## src/hdl/byte_playfair_digraph_cipher_defines.svh

```systemverilog
// assertion macros for the byte playfair digraph cipher
// expects clk_i and rst_ni in the scope of the module that uses them
`ifndef BYTE_PLAYFAIR_DIGRAPH_CIPHER_DEFINES_SVH
`define BYTE_PLAYFAIR_DIGRAPH_CIPHER_DEFINES_SVH
`ifndef SYNTHESIS
// property must hold at every clock once out of reset
`define BPF_ASSERT(lbl, prop, msg) \
  lbl: assert property (@(posedge clk_i) disable iff (!rst_ni) (prop)) else $error(msg);
// condition must never be seen once out of reset
`define BPF_ASSERT_NEVER(lbl, cond, msg) \
  lbl: assert property (@(posedge clk_i) disable iff (!rst_ni) !(cond)) else $error(msg);
`else
`define BPF_ASSERT(lbl, prop, msg)
`define BPF_ASSERT_NEVER(lbl, cond, msg)
`endif
`endif

```

## src/hdl/bpf_pkg.sv

```systemverilog
// shared types, codes and constants of the byte playfair digraph cipher
// no dependencies
package bpf_pkg;

  localparam int unsigned GridSide   = 16;
  localparam int unsigned SideW      = $clog2(GridSide);
  localparam int unsigned SideMask   = GridSide - 1;
  localparam int unsigned CellW      = 2 * SideW;
  localparam int unsigned GridCells  = GridSide * GridSide;
  localparam int unsigned FillW      = CellW + 1;
  localparam int unsigned QueueDepth = 2;
  localparam int unsigned QPtrW      = $clog2(QueueDepth);
  localparam int unsigned QCntW      = $clog2(QueueDepth + 1);

  // command codes as they arrive on the input stream
  localparam logic [2:0] CMD_START   = 3'd0;
  localparam logic [2:0] CMD_KEY     = 3'd1;
  localparam logic [2:0] CMD_FINISH  = 3'd2;
  localparam logic [2:0] CMD_ENCRYPT = 3'd3;
  localparam logic [2:0] CMD_DECRYPT = 3'd4;

  typedef enum logic [2:0] {
    OP_START,
    OP_KEY,
    OP_FINISH,
    OP_ENCRYPT,
    OP_DECRYPT,
    OP_NOP
  } op_e;

  typedef enum logic [1:0] {
    ST_DONE      = 2'd0,
    ST_DUP       = 2'd1,
    ST_NOT_READY = 2'd2
  } status_e;

  typedef enum logic [2:0] {
    S_IDLE,
    S_POS,
    S_GRID,
    S_FILL,
    S_MAP
  } state_e;

  typedef struct packed {
    op_e              op;
    logic [CellW-1:0] first_byte;
    logic [CellW-1:0] second_byte;
  } item_t;

  // queue head as seen by the execution side
  typedef struct packed {
    logic  valid;
    item_t item;
  } queue_head_t;

  typedef struct packed {
    logic             grid_ready;
    logic [FillW-1:0] fill_index;
  } back_stat_t;

  function automatic op_e decode_cmd(input logic [2:0] cmd);
    op_e op;
    unique case (cmd)
      CMD_START:   op = OP_START;
      CMD_KEY:     op = OP_KEY;
      CMD_FINISH:  op = OP_FINISH;
      CMD_ENCRYPT: op = OP_ENCRYPT;
      CMD_DECRYPT: op = OP_DECRYPT;
      default:     op = OP_NOP;
    endcase
    return op;
  endfunction

  // one step right/down for encrypt, one step left/up (mod side) for decrypt
  function automatic logic [SideW-1:0] side_step(input logic dec);
    return dec ? SideW'(SideMask) : SideW'(1);
  endfunction

endpackage

```

## src/hdl/bpf_front.sv

```systemverilog
// front end: takes input beats, decodes the command, holds them in a short queue
// depends on bpf_pkg
module bpf_front (
  input  logic                      clk_i,
  input  logic                      rst_ni,
  input  logic                      in_valid_i,
  output logic                      in_ready_o,
  input  logic [2:0]                in_cmd_i,
  input  logic [bpf_pkg::CellW-1:0] in_first_i,
  input  logic [bpf_pkg::CellW-1:0] in_second_i,
  output bpf_pkg::queue_head_t      head_o,
  input  logic                      pop_i
);

  bpf_pkg::item_t             slot_q [bpf_pkg::QueueDepth];
  logic [bpf_pkg::QPtrW-1:0]  wr_ptr_q, wr_ptr_d;
  logic [bpf_pkg::QPtrW-1:0]  rd_ptr_q, rd_ptr_d;
  logic [bpf_pkg::QCntW-1:0]  count_q, count_d;
  logic                       push;
  logic                       pop;

  assign in_ready_o = (count_q != bpf_pkg::QCntW'(bpf_pkg::QueueDepth));
  assign push       = in_valid_i && in_ready_o;
  assign pop        = pop_i && (count_q != '0);

  assign head_o.valid = (count_q != '0);
  assign head_o.item  = slot_q[rd_ptr_q];

  always_comb begin
    wr_ptr_d = push ? bpf_pkg::QPtrW'(wr_ptr_q + 1'b1) : wr_ptr_q;
    rd_ptr_d = pop ? bpf_pkg::QPtrW'(rd_ptr_q + 1'b1) : rd_ptr_q;
    count_d  = count_q;
    if (push && !pop) begin
      count_d = bpf_pkg::QCntW'(count_q + 1'b1);
    end else if (pop && !push) begin
      count_d = bpf_pkg::QCntW'(count_q - 1'b1);
    end
  end

  always_ff @(posedge clk_i or negedge rst_ni) begin
    if (!rst_ni) begin
      wr_ptr_q <= '0;
      rd_ptr_q <= '0;
      count_q  <= '0;
    end else begin
      wr_ptr_q <= wr_ptr_d;
      rd_ptr_q <= rd_ptr_d;
      count_q  <= count_d;
    end
  end

  always_ff @(posedge clk_i) begin
    if (push) begin
      slot_q[wr_ptr_q].op          <= bpf_pkg::decode_cmd(in_cmd_i);
      slot_q[wr_ptr_q].first_byte  <= in_first_i;
      slot_q[wr_ptr_q].second_byte <= in_second_i;
    end
  end

endmodule

```

## config.mk

```make
export PLATFORM = sky130hd
export DESIGN_NAME = bpf_front
export DESIGN_NICKNAME = d
export VERILOG_FILES = /design/src/hdl/byte_playfair_digraph_cipher_defines.svh /design/src/hdl/bpf_pkg.sv /design/src/hdl/bpf_front.sv
export SDC_FILE = /design/constraint.sdc
export NUM_CORES = 1
export LEC_CHECK = 0
export ABC_CLOCK_PERIOD_IN_PS = 1750
export BUFFER_PORTS_ARGS = -buffer_cell sky130_fd_sc_hd__buf_2
export CAP_MARGIN = 20
export CORE_MARGIN = 1
export CORE_UTILIZATION = 45
export CTS_BUF_LIST = sky130_fd_sc_hd__clkbuf_4 sky130_fd_sc_hd__clkbuf_8 sky130_fd_sc_hd__clkbuf_16
export DETAILED_ROUTE_END_ITERATION = 10
export PLACE_DENSITY = 0.77
export SLEW_MARGIN = 15
export SYNTH_ARGS = -nofsm -noshare
export SYNTH_HDL_FRONTEND = slang
export SYNTH_SLANG_ARGS = --single-unit
```

## constraint.sdc

```tcl
create_clock -name clk_i -period 1.75 [get_ports clk_i]
set_input_delay 0.0875 -clock clk_i [delete_from_list [all_inputs] [get_ports clk_i]]
set_output_delay 0.0875 -clock clk_i [all_outputs]
set_load 0.01 [all_outputs]
```

==> results.ini <==
[critical_path]
crit_path_start=rd_ptr_q
crit_fanout=17
cp.arrival_ns=1.52
crit_required_ns=1.66
reg2reg_from=count_q[0]
critPathBufInv=2
slowest_delay_ns=0.45
startpoint_type=register
cpLargestDelayFamily=flip-flops
crit_slowest_cell=dfrtp_1
cp-end-kind=output pin
crit_type=register to output pin
cp_cell_sequence=buf_6 > mux2_2 > buf_2

[timing]
rsz0062_at_grt=no
max_freq_mhz=623
clock_skew_ns=0.00825
worst_pin_slew_ns=0.296
min_period_ns=1.60
finalHoldViolCount=0
drv_slew=0
final.setup.tns_ns=0
finalCritPeriodShare_pct=91.7
slew_headroom_pct=80.2
setup_viol=0

[synth]
muxShareOfSynthArea_pct=13.3
ys_seq_area_share_pct=77.3
yosysTopAreaCell=edfxtp_1
yosysWarnings=0
synth-seq-cells=42
syn-num-nets=104
synth_area_leaders=edfxtp_1, mux2_2, dfrtp_1, xnor2_1, buf_6
synth_xor_area_share_pct=2.73
yosys.area_share.adder_pct=0.779
syn_inst=80
yosys.area_share.simple_pct=3.58
synth_top_area_share_pct=71.0
synth_area_per_cell_um2=20.1
synth_cell_types=17
syn-cell-area_um2=1610
synth_compound_area_share_pct=0.467
synth_top_family_by_area=multiplexers

[place]
gp_congestion=0.639
io_buffer_count=43
place_inst=169
placed_area_um2=1900
hpwl_um=1620

[routing]
drt_first_pass_iters=4
drc=0
ant_nets=0
drt_wl_total_um=2610
routed_via_density=4.56
wl_per_cell_um=13.4
num_vias=889
drtIter0Drc=17

[floorplan]
die_height_um=61.8
rows=21
die_x_um=61.8
start_util_pct=47.4
core_um2=3390
die_area_um2=3810
io_pins=44

[cts]
htreeDepth=2
clock_latency_ns=0.34
cts_tree=done
clock_sinks=42
clk_path_buf_depth=2
cts_root_buf=clkbuf_4
cts_setup_buffers=0
cts_buffers=5
clk_pin_slew_ns=0.12

[finish]
fin_cells=195
area_growth_syn_to_layout_pct=33.5
design_area_um2=2140
antennaDiodeCount=0
nNetsFinal=173
mostFrequentLayoutCells=buf_2, edfxtp_1, mux2_2, dlygate4sd3_1, clkbuf_4
final_common_cell=buf_2
drive_gt1_share_pct=51.0

[grt]
antenna_found_initial=0
grt_max_degree=18
track_usage_pct=14.9
grt_pass1_vias=889
grt_pass1_wl_um=3810
overflow=0

[hold_path]
hp-start=in_cmd_i[0]
hp-class=input port to register

[pwr]
finalPower_uw=3040
vdd_drop_max_mv=0.904
power_leakage_uw=0.000844
powerDensity_nw_per_um2=1420

[job]
drv_cap=0

[run_status]
status=finished clean

-- final timing paths --
path                            endpoint  slack [ns]  depth (start not counted)
max                            head_o[6]        0.15                          3
min                        slot_q[0][16]        0.02                          2
max reg2reg                   count_q[1]        0.27                          6
min reg2reg                     wr_ptr_q        0.53                          1
max in group asynchronous       wr_ptr_q        1.52                          2
min in group asynchronous     count_q[1]        0.09                          2
-- sequential cells by signal (all words and copies together) (netlist names) --
name,cells
wr_ptr_q,1
rd_ptr_q,1
count_q,2
slot_q,38
-- synthesized netlist by cell type (all sizes together) --
cell type	n
edfxtp	38
xnor2	3
nand2b	1
dfrtp	4
inv	1
ha	1
or2	1
xor2	2
nor2b	1
nand2	2
clkbuf	1
and3	1
nor2	2
mux2	19
buf	2
a21o	1
-- cell families (layout without fill, tap and decap cells) --
group,after synthesis,in the layout
AND/OR/NAND/NOR,8,8
flip-flops,42,42
adder cells (fa/ha/maj),1,1
AO/OA/AOI/OAI,1,1
buffers and inverters,4,73
XOR/XNOR,5,5
multiplexers,19,19
-- through the flow --
step	hold WS, ns	util [%]	setup WS, ns
after global placement	-0.105	56.1	0.358
after global routing	0.0115	63.3	0.0494
after detailed placement	-0.101	56.1	0.279
after CTS	0.00395	63.2	0.0437
after floorplan	-0.208	-	0.189
final	0.0153	63.3	0.146
-- power breakdown --
| group | switching, µW | internal [µW] |
|---|---|---|
| Sequential | 102 | 1380 |
| Clock | 289 | 145 |
| Combinational | 536 | 591 |
| Total | 926 | 2120 |
-- timing repair --
| action | 4_1_cts | 5_1_grt |
|---|---|---|
| resized for setup | 0 | 1 |
| endpoints found under the hold margin | 39 | 0 |
| endpoints found under the setup margin | 0 | 12 |
| hold buffers | 19 | 0 |
-- area by class of cell --
class                           count  area (µm²)
Fill cell                         244        1240
Sequential cell                    42        1240
Timing Repair Buffer               65         457
Multi-Input combinational cell     34         338
Tap cell                           46        57.6
Clock buffer                        5        37.5
Clock inverter                      2        10.0
Inverter                            1        3.75
-- worst reg2reg max path: stages (launching register included) --
cell and delay [ns]:
dfrtp_1 0.45, nand2b_4 0.17, nand2_1 0.13, inv_1 0.06, ha_1 0.32, nor2_1 0.14
xor2_1 0.15
-- per-layer routing --
layer / vias to the layer above / global-route usage (%) / part of all wire, %
met2: 38 / 25.8 / 49
met5: - / 0 / 0
met1: 409 / 16.9 / 43
li1: 437 / - / -
met3: 5 / 4.35 / 5.9
met4: 0 / 7.62 / 1.4
Note: power is estimated with default switching activity, not from simulation.
